## config.mk

```make
export PLATFORM = sky130hd
export DESIGN_NAME = delta_modulation_sample_channel
export DESIGN_NICKNAME = d
export VERILOG_FILES = /design/src/rtl/dmc_pkg.sv /design/src/rtl/dmc_cfg.sv /design/src/rtl/dmc_core.sv /design/src/rtl/delta_modulation_sample_channel.sv
export SDC_FILE = /design/constraint.sdc
export NUM_CORES = 1
export LEC_CHECK = 0
export BUFFER_PORTS_ARGS = -buffer_cell sky130_fd_sc_hd__buf_2
export CORE_UTILIZATION = 50
export CTS_CLUSTER_DIAMETER = 40
export DETAILED_ROUTE_END_ITERATION = 8
export PLACE_DENSITY = 0.76
export SYNTH_ARGS = -nofsm -noshare
export SYNTH_HDL_FRONTEND = slang
export SYNTH_SLANG_ARGS = --single-unit
```

## constraint.sdc

```tcl
create_clock -name clk -period 3.4 [get_ports clk]
set_clock_uncertainty 0.1 [all_clocks]
set_input_delay 0.34 -clock clk [delete_from_list [all_inputs] [get_ports clk]]
set_output_delay 0.34 -clock clk [all_outputs]
set_load 0.01 [all_outputs]
```

## src/rtl/dmc_pkg.sv

```systemverilog
// shared types and constants of the delta-modulation sample channel
// used by every module in rtl/; depends on nothing
`timescale 1ns / 1ps

package dmc_pkg;

    localparam int OpWidth      = 3;
    localparam int ByteWidth    = 8;
    localparam int DacWidth     = 7;
    localparam int AddrWidth    = 15;
    localparam int LengthWidth  = 12;
    localparam int PeriodWidth  = 9;
    localparam int CfgIdxWidth  = 3;
    localparam int CfgDataWidth = 9;

    localparam logic [PeriodWidth-1:0] PeriodReset = 9'd428;

    typedef enum logic [OpWidth-1:0] {
        OP_TICK  = 3'd0,
        OP_START = 3'd1,
        OP_STOP  = 3'd2,
        OP_BYTE  = 3'd3,
        OP_ACK   = 3'd4
    } opcode_t;

    typedef enum logic [CfgIdxWidth-1:0] {
        REG_SAMPLE_ADDRESS = 3'd0,
        REG_SAMPLE_LENGTH  = 3'd1,
        REG_PERIOD_RELOAD  = 3'd2,
        REG_LOOP_ENABLE    = 3'd3,
        REG_IRQ_ENABLE     = 3'd4
    } cfg_index_t;

    typedef struct packed {
        logic [ByteWidth-1:0]   sample_address;
        logic [ByteWidth-1:0]   sample_length;
        logic [PeriodWidth-1:0] period_reload;
        logic                   loop_enable;
        logic                   irq_enable;
    } cfg_t;

    typedef struct packed {
        logic [DacWidth-1:0]  dac_out;
        logic                 dma_request;
        logic [AddrWidth-1:0] fetch_address;
        logic                 irq_flag;
        logic                 active;
    } result_t;

endpackage

```

## src/rtl/dmc_cfg.sv

```systemverilog
// configuration registers of the sample channel, written through a plain write port
// depends on dmc_pkg
`timescale 1ns / 1ps

module dmc_cfg
    import dmc_pkg::*;
(
    input  logic                    clk,
    input  logic                    rst_n,
    input  logic                    cfg_wr_en,
    input  logic [CfgIdxWidth-1:0]  cfg_index,
    input  logic [CfgDataWidth-1:0] cfg_wdata,
    output cfg_t                    cfg
);

    cfg_t cfg_reg;
    cfg_t cfg_next;

    always_comb
    begin
        cfg_next = cfg_reg;
        if (cfg_wr_en)
        begin
            case (cfg_index_t'(cfg_index))
                REG_SAMPLE_ADDRESS: cfg_next.sample_address = cfg_wdata[ByteWidth-1:0];
                REG_SAMPLE_LENGTH:  cfg_next.sample_length  = cfg_wdata[ByteWidth-1:0];
                REG_PERIOD_RELOAD:  cfg_next.period_reload  = cfg_wdata[PeriodWidth-1:0];
                REG_LOOP_ENABLE:    cfg_next.loop_enable    = cfg_wdata[0];
                REG_IRQ_ENABLE:     cfg_next.irq_enable     = cfg_wdata[0];
                default:            cfg_next = cfg_reg;
            endcase
        end
    end

    always_ff @(posedge clk or negedge rst_n)
    begin
        if (!rst_n)
        begin
            cfg_reg.sample_address <= '0;
            cfg_reg.sample_length  <= '0;
            cfg_reg.period_reload  <= PeriodReset;
            cfg_reg.loop_enable    <= 1'b0;
            cfg_reg.irq_enable     <= 1'b0;
        end
        else
        begin
            cfg_reg <= cfg_next;
        end
    end

    assign cfg = cfg_reg;

endmodule

```

## src/rtl/dmc_core.sv

```systemverilog
// channel state and its registered update for one request
// depends on dmc_pkg
`timescale 1ns / 1ps

module dmc_core
    import dmc_pkg::*;
(
    input  logic                 clk,
    input  logic                 rst_n,
    input  logic                 step_en,
    input  logic [OpWidth-1:0]   op,
    input  logic [ByteWidth-1:0] data,
    input  cfg_t                 cfg,
    output result_t              res
);

    logic [LengthWidth-1:0] bytes_left_reg, bytes_left_next;
    logic [AddrWidth-1:0]   read_pointer_reg, read_pointer_next;
    logic [PeriodWidth-1:0] period_count_reg, period_count_next;
    logic [2:0]             bit_index_reg, bit_index_next;
    logic [ByteWidth-1:0]   shift_byte_reg, shift_byte_next;
    logic                   shift_valid_reg, shift_valid_next;
    logic [ByteWidth-1:0]   buffer_byte_reg, buffer_byte_next;
    logic                   buffer_full_reg, buffer_full_next;
    logic [DacWidth-1:0]    dac_level_reg, dac_level_next;
    logic                   irq_pending_reg, irq_pending_next;
    logic [1:0]             fetch_delay_reg, fetch_delay_next;

    logic [PeriodWidth-1:0] period_dec;
    logic [LengthWidth-1:0] bytes_dec;
    logic [2:0]             bit_index_inc;
    logic [1:0]             fetch_dec;
    logic [AddrWidth-1:0]   start_pointer;
    logic [LengthWidth-1:0] start_length;
    logic                   req;

    assign period_dec    = period_count_reg - 1'b1;
    assign bytes_dec     = bytes_left_reg - 1'b1;
    assign bit_index_inc = bit_index_reg + 1'b1;
    assign fetch_dec     = fetch_delay_reg - 1'b1;
    // 0x4000 + address * 64 never carries past bit 14
    assign start_pointer = {1'b1, cfg.sample_address, 6'd0};
    assign start_length  = {cfg.sample_length, 4'd1};

    always_comb
    begin
        bytes_left_next   = bytes_left_reg;
        read_pointer_next = read_pointer_reg;
        period_count_next = period_count_reg;
        bit_index_next    = bit_index_reg;
        shift_byte_next   = shift_byte_reg;
        shift_valid_next  = shift_valid_reg;
        buffer_byte_next  = buffer_byte_reg;
        buffer_full_next  = buffer_full_reg;
        dac_level_next    = dac_level_reg;
        irq_pending_next  = irq_pending_reg;
        fetch_delay_next  = fetch_delay_reg;
        req               = 1'b0;

        case (opcode_t'(op))
            OP_TICK:
            begin
                period_count_next = period_dec;
                if (period_dec == '0)
                begin
                    // one output bit, lsb first; a move out of range is dropped
                    if (shift_valid_reg)
                    begin
                        if (shift_byte_reg[bit_index_reg])
                        begin
                            if (dac_level_reg <= 7'd125)
                                dac_level_next = dac_level_reg + 7'd2;
                        end
                        else
                        begin
                            if (dac_level_reg >= 7'd2)
                                dac_level_next = dac_level_reg - 7'd2;
                        end
                    end
                    bit_index_next = bit_index_inc;
                    if (bit_index_inc == '0)
                    begin
                        if (buffer_full_reg)
                        begin
                            shift_valid_next = 1'b1;
                            shift_byte_next  = buffer_byte_reg;
                            buffer_full_next = 1'b0;
                            if (bytes_left_reg != '0)
                                req = 1'b1;
                        end
                        else
                        begin
                            shift_valid_next = 1'b0;
                        end
                    end
                    period_count_next = cfg.period_reload;
                end
                if (fetch_delay_reg != '0)
                begin
                    fetch_delay_next = fetch_dec;
                    if (fetch_dec == '0)
                        req = 1'b1;
                end
            end
            OP_START:
            begin
                if (bytes_left_reg == '0)
                begin
                    read_pointer_next = start_pointer;
                    bytes_left_next   = start_length;
                    if (!buffer_full_reg)
                        fetch_delay_next = period_count_reg[0] ? 2'd2 : 2'd3;
                end
            end
            OP_STOP:
            begin
                bytes_left_next = '0;
            end
            OP_BYTE:
            begin
                if (bytes_left_reg != '0)
                begin
                    buffer_byte_next  = data;
                    buffer_full_next  = 1'b1;
                    bytes_left_next   = bytes_dec;
                    read_pointer_next = read_pointer_reg + 1'b1;
                    if (bytes_dec == '0)
                    begin
                        if (cfg.loop_enable)
                        begin
                            read_pointer_next = start_pointer;
                            bytes_left_next   = start_length;
                        end
                        else if (cfg.irq_enable)
                        begin
                            irq_pending_next = 1'b1;
                        end
                    end
                end
            end
            OP_ACK:
            begin
                irq_pending_next = 1'b0;
            end
            default:
            begin
                req = 1'b0;
            end
        endcase
    end

    always_comb
    begin
        res.dac_out       = dac_level_reg;
        res.dma_request   = req;
        res.fetch_address = req ? read_pointer_next : '0;
        res.irq_flag      = irq_pending_next;
        res.active        = (bytes_left_next != '0);
    end

    always_ff @(posedge clk or negedge rst_n)
    begin
        if (!rst_n)
        begin
            bytes_left_reg   <= '0;
            read_pointer_reg <= '0;
            period_count_reg <= PeriodReset;
            bit_index_reg    <= '0;
            shift_byte_reg   <= '0;
            shift_valid_reg  <= 1'b0;
            buffer_byte_reg  <= '0;
            buffer_full_reg  <= 1'b0;
            dac_level_reg    <= '0;
            irq_pending_reg  <= 1'b0;
            fetch_delay_reg  <= '0;
        end
        else if (step_en)
        begin
            bytes_left_reg   <= bytes_left_next;
            read_pointer_reg <= read_pointer_next;
            period_count_reg <= period_count_next;
            bit_index_reg    <= bit_index_next;
            shift_byte_reg   <= shift_byte_next;
            shift_valid_reg  <= shift_valid_next;
            buffer_byte_reg  <= buffer_byte_next;
            buffer_full_reg  <= buffer_full_next;
            dac_level_reg    <= dac_level_next;
            irq_pending_reg  <= irq_pending_next;
            fetch_delay_reg  <= fetch_delay_next;
        end
    end

endmodule

```

## src/rtl/delta_modulation_sample_channel.sv

```systemverilog
// Delta-modulation sample channel: takes one request per clock (tick, start, stop,
// returned dma byte, irq acknowledge) while in_stall is low and gives one result per
// request, in order. A request is registered on entry; as it leaves the request
// register the channel state and the result are updated, and the result sits in an
// output register until taken. in_stall rises only when both registers are full and
// out_stall holds, so with no stall from downstream the sustained rate is one request
// per cycle. The result's dac_out is the level before the request. Configuration is
// written through the plain write port and is sampled by requests as they are
// processed, so write it only while the channel is idle.
// Depends on dmc_pkg, dmc_cfg and dmc_core.
`timescale 1ns / 1ps

module delta_modulation_sample_channel
    import dmc_pkg::*;
(
    input  logic                    clk,
    input  logic                    rst_n,
    // configuration write port
    input  logic                    cfg_wr_en,
    input  logic [CfgIdxWidth-1:0]  cfg_index,
    input  logic [CfgDataWidth-1:0] cfg_wdata,
    // request channel
    input  logic                    in_valid,
    output logic                    in_stall,
    input  logic [OpWidth-1:0]      opcode,
    input  logic [ByteWidth-1:0]    dma_byte,
    // result channel
    output logic                    out_valid,
    input  logic                    out_stall,
    output logic [DacWidth-1:0]     dac_out,
    output logic                    dma_request,
    output logic [AddrWidth-1:0]    fetch_address,
    output logic                    irq_flag,
    output logic                    active
);

    cfg_t    cfg;
    result_t res;

    // request register
    logic                 in_valid_reg, in_valid_next;
    logic [OpWidth-1:0]   op_reg;
    logic [ByteWidth-1:0] byte_reg;

    // result register
    logic    out_valid_reg, out_valid_next;
    result_t out_reg;

    logic in_accept;
    logic advance;

    // the held request moves on when the result register is free or being emptied
    assign advance   = in_valid_reg & ~(out_valid_reg & out_stall);
    // only stall upstream when both registers are full and downstream holds
    assign in_stall  = in_valid_reg & out_valid_reg & out_stall;
    assign in_accept = in_valid & ~in_stall;

    assign in_valid_next  = in_accept | (in_valid_reg & ~advance);
    assign out_valid_next = advance | (out_valid_reg & out_stall);

    dmc_cfg u_cfg (
        .clk       (clk),
        .rst_n     (rst_n),
        .cfg_wr_en (cfg_wr_en),
        .cfg_index (cfg_index),
        .cfg_wdata (cfg_wdata),
        .cfg       (cfg)
    );

    // state update happens exactly once per request, as it leaves the request register
    dmc_core u_core (
        .clk     (clk),
        .rst_n   (rst_n),
        .step_en (advance),
        .op      (op_reg),
        .data    (byte_reg),
        .cfg     (cfg),
        .res     (res)
    );

    always_ff @(posedge clk or negedge rst_n)
    begin
        if (!rst_n)
        begin
            in_valid_reg  <= 1'b0;
            out_valid_reg <= 1'b0;
        end
        else
        begin
            in_valid_reg  <= in_valid_next;
            out_valid_reg <= out_valid_next;
        end
    end

    // payload registers, no reset needed
    always_ff @(posedge clk)
    begin
        if (in_accept)
        begin
            op_reg   <= opcode;
            byte_reg <= dma_byte;
        end
        if (advance)
        begin
            out_reg <= res;
        end
    end

    assign out_valid     = out_valid_reg;
    assign dac_out       = out_reg.dac_out;
    assign dma_request   = out_reg.dma_request;
    assign fetch_address = out_reg.fetch_address;
    assign irq_flag      = out_reg.irq_flag;
    assign active        = out_reg.active;

endmodule

```

==> flow_summary.toml <==
[clock_tree]
cts.sinks = 130
cts-buffers-inserted = 17
tritoncts_clock_tree = "built"
clkSlewWorstSetupHoldPaths_ns = 0.06
cts.root.buffer_cell = "sky130_fd_sc_hd__clkbuf_16"
htree_num_levels = 4
clock_insertion_delay_worst_skew_ns = 0.43
clockBufferDepth = 2

[synth]
count_of_flip_flops_with_a_built_in_enable_after_synthesis = 35
synth_ff_type = "sky130_fd_sc_hd__dfrtp_1"
synth_sequential_area_ratio_pct = 49.1
postSynthNetCount = 717
ys_async_sr_fraction_pct = 73.1
yosys_warnings = 0
synthesized_flop_and_latch_total = 130
synthDistinctLibCells = 80
synth.cell_area_um2 = 7010
syn_avg_cell_area_um2 = 10.3
synthesis.instances = 678

[routing]
firstDrtPassIters = 7
drt_wl_total_mm = 18.0
routed-via-count = 5779
initialDrtViolationCount = 678
wl_per_cell_um = 19.0
drt-vias-per-instance = 6.11
drtAntennaViolNets = 0
drcViolationCount = 0

[sta]
max_freq_mhz = 314
timing.final.setup_violations = 0
worstMarginPinSlew_ns = 0.854
tns_ns = 0
timing.final.hold_violations = 0
final_hold_slack_ns = 0.0313
final_max_slew_viol_count = 0
period_needed_ns = 3.18
timing.final.crit_share_pct = 93.6
timing.slew.headroom_pct = 42.8
unrepaired_setup_endpoints_after_global_routing = "false"

[setup_path]
critical_path.most_common_cell = "sky130_fd_sc_hd__buf_4"
path_cells = "inv_1, ha_1, or3b_1, buf_4, o41ai_4, buf_4, a21oi_1, a311oi_1, o311ai_1, a2111oi_2, nand3_1"
timing.setup.critical_path_class = "reg2reg"
rrSetupSlack_ns = 0.22
cp_max_fo = 9
critical-path-slowest-cell = "sky130_fd_sc_hd__dfrtp_1"
timing.critical_path.arrival_ns = 3.24
critical_path_required_ns = 3.46
end_kind = "register"
crit_path_max_incr_delay_ns = 0.45
crit_path_start_kind = "register"

[power_and_ir_drop]
switching_share_pct = 33.4
seq_power_share_pct = 42.9
internal-power_w = 0.00344
vdd_drop_max_uv = 348
power.total_w = 0.00517
power.density_cell_area_nw_per_um2 = 625
total_switching_power_w = 0.00173
p_leak_nw = 3.43
p_clk_share_pct = 34.3
p_comb_share_pct = 22.8

[floorplanning]
coreArea_um2 = 13500
fp.dieH_um = 120
die_width_um = 120
pin_count = 55
design.die.area_um2 = 14500
rows = 42
start_util_pct = 52.1

[finish]
final_util_pct = 61.5
largest_register_ff_count = 27
drive_above_1_share_pct = 24.3
final_area_um2 = 8270
final_nets = 796
n_antenna_cell = 0
syn2layout_area_growth_pct = 18.0
leading_cell_types_in_the_layout_fill_and_taps_excluded = "sky130_fd_sc_hd__dfrtp_1 (85), sky130_fd_sc_hd__nand2_1 (64), sky130_fd_sc_hd__nor2_1 (59)"
commonest_non_fill_non_tap_cell_in_the_layout = "sky130_fd_sc_hd__dfrtp_1"

[global_routing]
grt_first_pass_wirelength_mm = 29.4
grt-ovfl-total = 0
maximum_number_of_pins_on_one_net_before_global_route_repair = 96
vias_in_the_first_global_route = 5643
grt_util_all_layers_pct = 26.5
number_of_antenna_violations_at_the_first_check_in_global_routing = 0

[run_status]
status = "complete, no violations"

[job]
max_cap_viol_count = 0

[min_path]
hp-class = "in2reg"

[placement]
dpl-instance-area_um2 = 7560
place.gp.congestion = 0.948
portBuffers = 53
hpwlAfterDp_mm = 12.4
-- cells in the mapped netlist, types with 4 or more instances --
| library cell | count | share of area [%] |
|---|---|---|
| sky130_fd_sc_hd__nand2_1 | 64 | 3.4 |
| sky130_fd_sc_hd__nor3b_1 | 7 | 0.75 |
| sky130_fd_sc_hd__nand4_1 | 13 | 1.2 |
| sky130_fd_sc_hd__a211oi_1 | 6 | 0.64 |
| sky130_fd_sc_hd__a22oi_1 | 7 | 0.75 |
| sky130_fd_sc_hd__nor2_1 | 59 | 3.2 |
| sky130_fd_sc_hd__o21ai_0 | 36 | 2.6 |
| sky130_fd_sc_hd__a221oi_1 | 5 | 0.62 |
| sky130_fd_sc_hd__inv_1 | 23 | 1.2 |
| sky130_fd_sc_hd__mux2_4 | 8 | 1.7 |
| sky130_fd_sc_hd__nand2b_1 | 6 | 0.54 |
| sky130_fd_sc_hd__a21oi_1 | 35 | 2.5 |
| sky130_fd_sc_hd__o21ai_1 | 15 | 1.1 |
| sky130_fd_sc_hd__nor2b_1 | 7 | 0.62 |
| sky130_fd_sc_hd__ha_1 | 11 | 2.0 |
| sky130_fd_sc_hd__xnor2_1 | 16 | 2.0 |
| sky130_fd_sc_hd__and2_1 | 4 | 0.36 |
| sky130_fd_sc_hd__nor4_1 | 5 | 0.45 |
| sky130_fd_sc_hd__or3_1 | 7 | 0.62 |
| sky130_fd_sc_hd__clkbuf_1 | 22 | 1.2 |
| sky130_fd_sc_hd__dfrtp_1 | 85 | 30 |
| sky130_fd_sc_hd__nand3_1 | 17 | 1.2 |
| sky130_fd_sc_hd__and3_1 | 10 | 0.89 |
| sky130_fd_sc_hd__o211ai_1 | 4 | 0.43 |
| sky130_fd_sc_hd__a31oi_1 | 11 | 0.98 |
| sky130_fd_sc_hd__nor3_1 | 21 | 1.5 |
| sky130_fd_sc_hd__dfstp_2 | 10 | 3.7 |
| sky130_fd_sc_hd__o31ai_1 | 4 | 0.43 |
| sky130_fd_sc_hd__mux2_2 | 35 | 5.6 |
| sky130_fd_sc_hd__edfxtp_1 | 35 | 15 |
| sky130_fd_sc_hd__o21a_1 | 4 | 0.43 |
| sky130_fd_sc_hd__buf_2 | 6 | 0.43 |
-- power groups by stage --
stage               registers (W)  clock network, W  logic, W
floorplan                 0.00212                 0  0.000866
global placement          0.00222                 0   0.00112
detailed placement        0.00223                 0   0.00114
CTS                       0.00221           0.00180   0.00116
global route              0.00226           0.00186   0.00130
finish                    0.00222           0.00177   0.00118
-- cell type report --
cell class | instances | area, µm²
Fill cell | 1120 | 5180
Sequential cell | 130 | 3440
Multi-Input combinational cell | 491 | 3320
Timing Repair Buffer | 94 | 622
Clock buffer | 17 | 425
Tap cell | 176 | 220
Clock inverter | 15 | 151
Inverter | 23 | 86.3
-- critical path, delay by kind of cell, from the launching register on --
family	cells	cell delay [ns]
DFF	1	0.45
adders and majority gates	1	0.19
and+or+nand+nor	2	0.49
buffers and inverters	3	0.59
AOI/OAI and AO/OA	5	1.10
-- metal layers --
metal	track usage, %	wire (µm)
met1	35.2	7790
met2	42.5	8530
met3	5.19	1130
met4	10.6	498
met5	0	0
-- what timing repair did --
item | in CTS | in global routing
hold buffers | 12 | 0
buffers inserted | 0 | 0
hold endpoints to repair | 96 | 0
resized for setup | 0 | 4
endpoints found under the setup margin | 0 | 1
-- stage by stage --
step | std cells | setup WS [ns]
3_3_place_gp | 902 | 0.241
5_1_grt | 946 | 0.0148
2_1_floorplan | 678 | 0.257
4_1_cts | 946 | 0.156
6_report | 946 | 0.217
3_5_place_dp | 902 | 0.214
-- worst paths after layout --
kind,startpoint,end,cells after the start
max in group asynchronous,rst_n,u_cfg.cfg[4],3
worst min-delay path,in_valid,in_valid_reg,2
worst min register to register,byte_reg[7],u_core.buffer_byte_reg[7],1
min in group asynchronous,rst_n,u_core.bytes_left_reg[3],3
worst max-delay path,u_core.bytes_left_reg[0],active,11
worst max register to register,u_core.bytes_left_reg[0],active,11
-- kinds of logic (layout without fill, tap and decap cells) --
family,after synthesis,after routing,synth area share (%)
XOR/XNOR,18,18,2.25
AND/OR/NAND/NOR,245,245,18.4
multiplexers,48,48,8.41
adder cells (fa/ha/maj),11,11,1.96
flip-flops,130,130,49.1
other,1,1,0.0535
buffers and inverters,57,149,3.59
AO/OA/AOI/OAI,168,168,16.2
(Power assumes the default switching activity.)
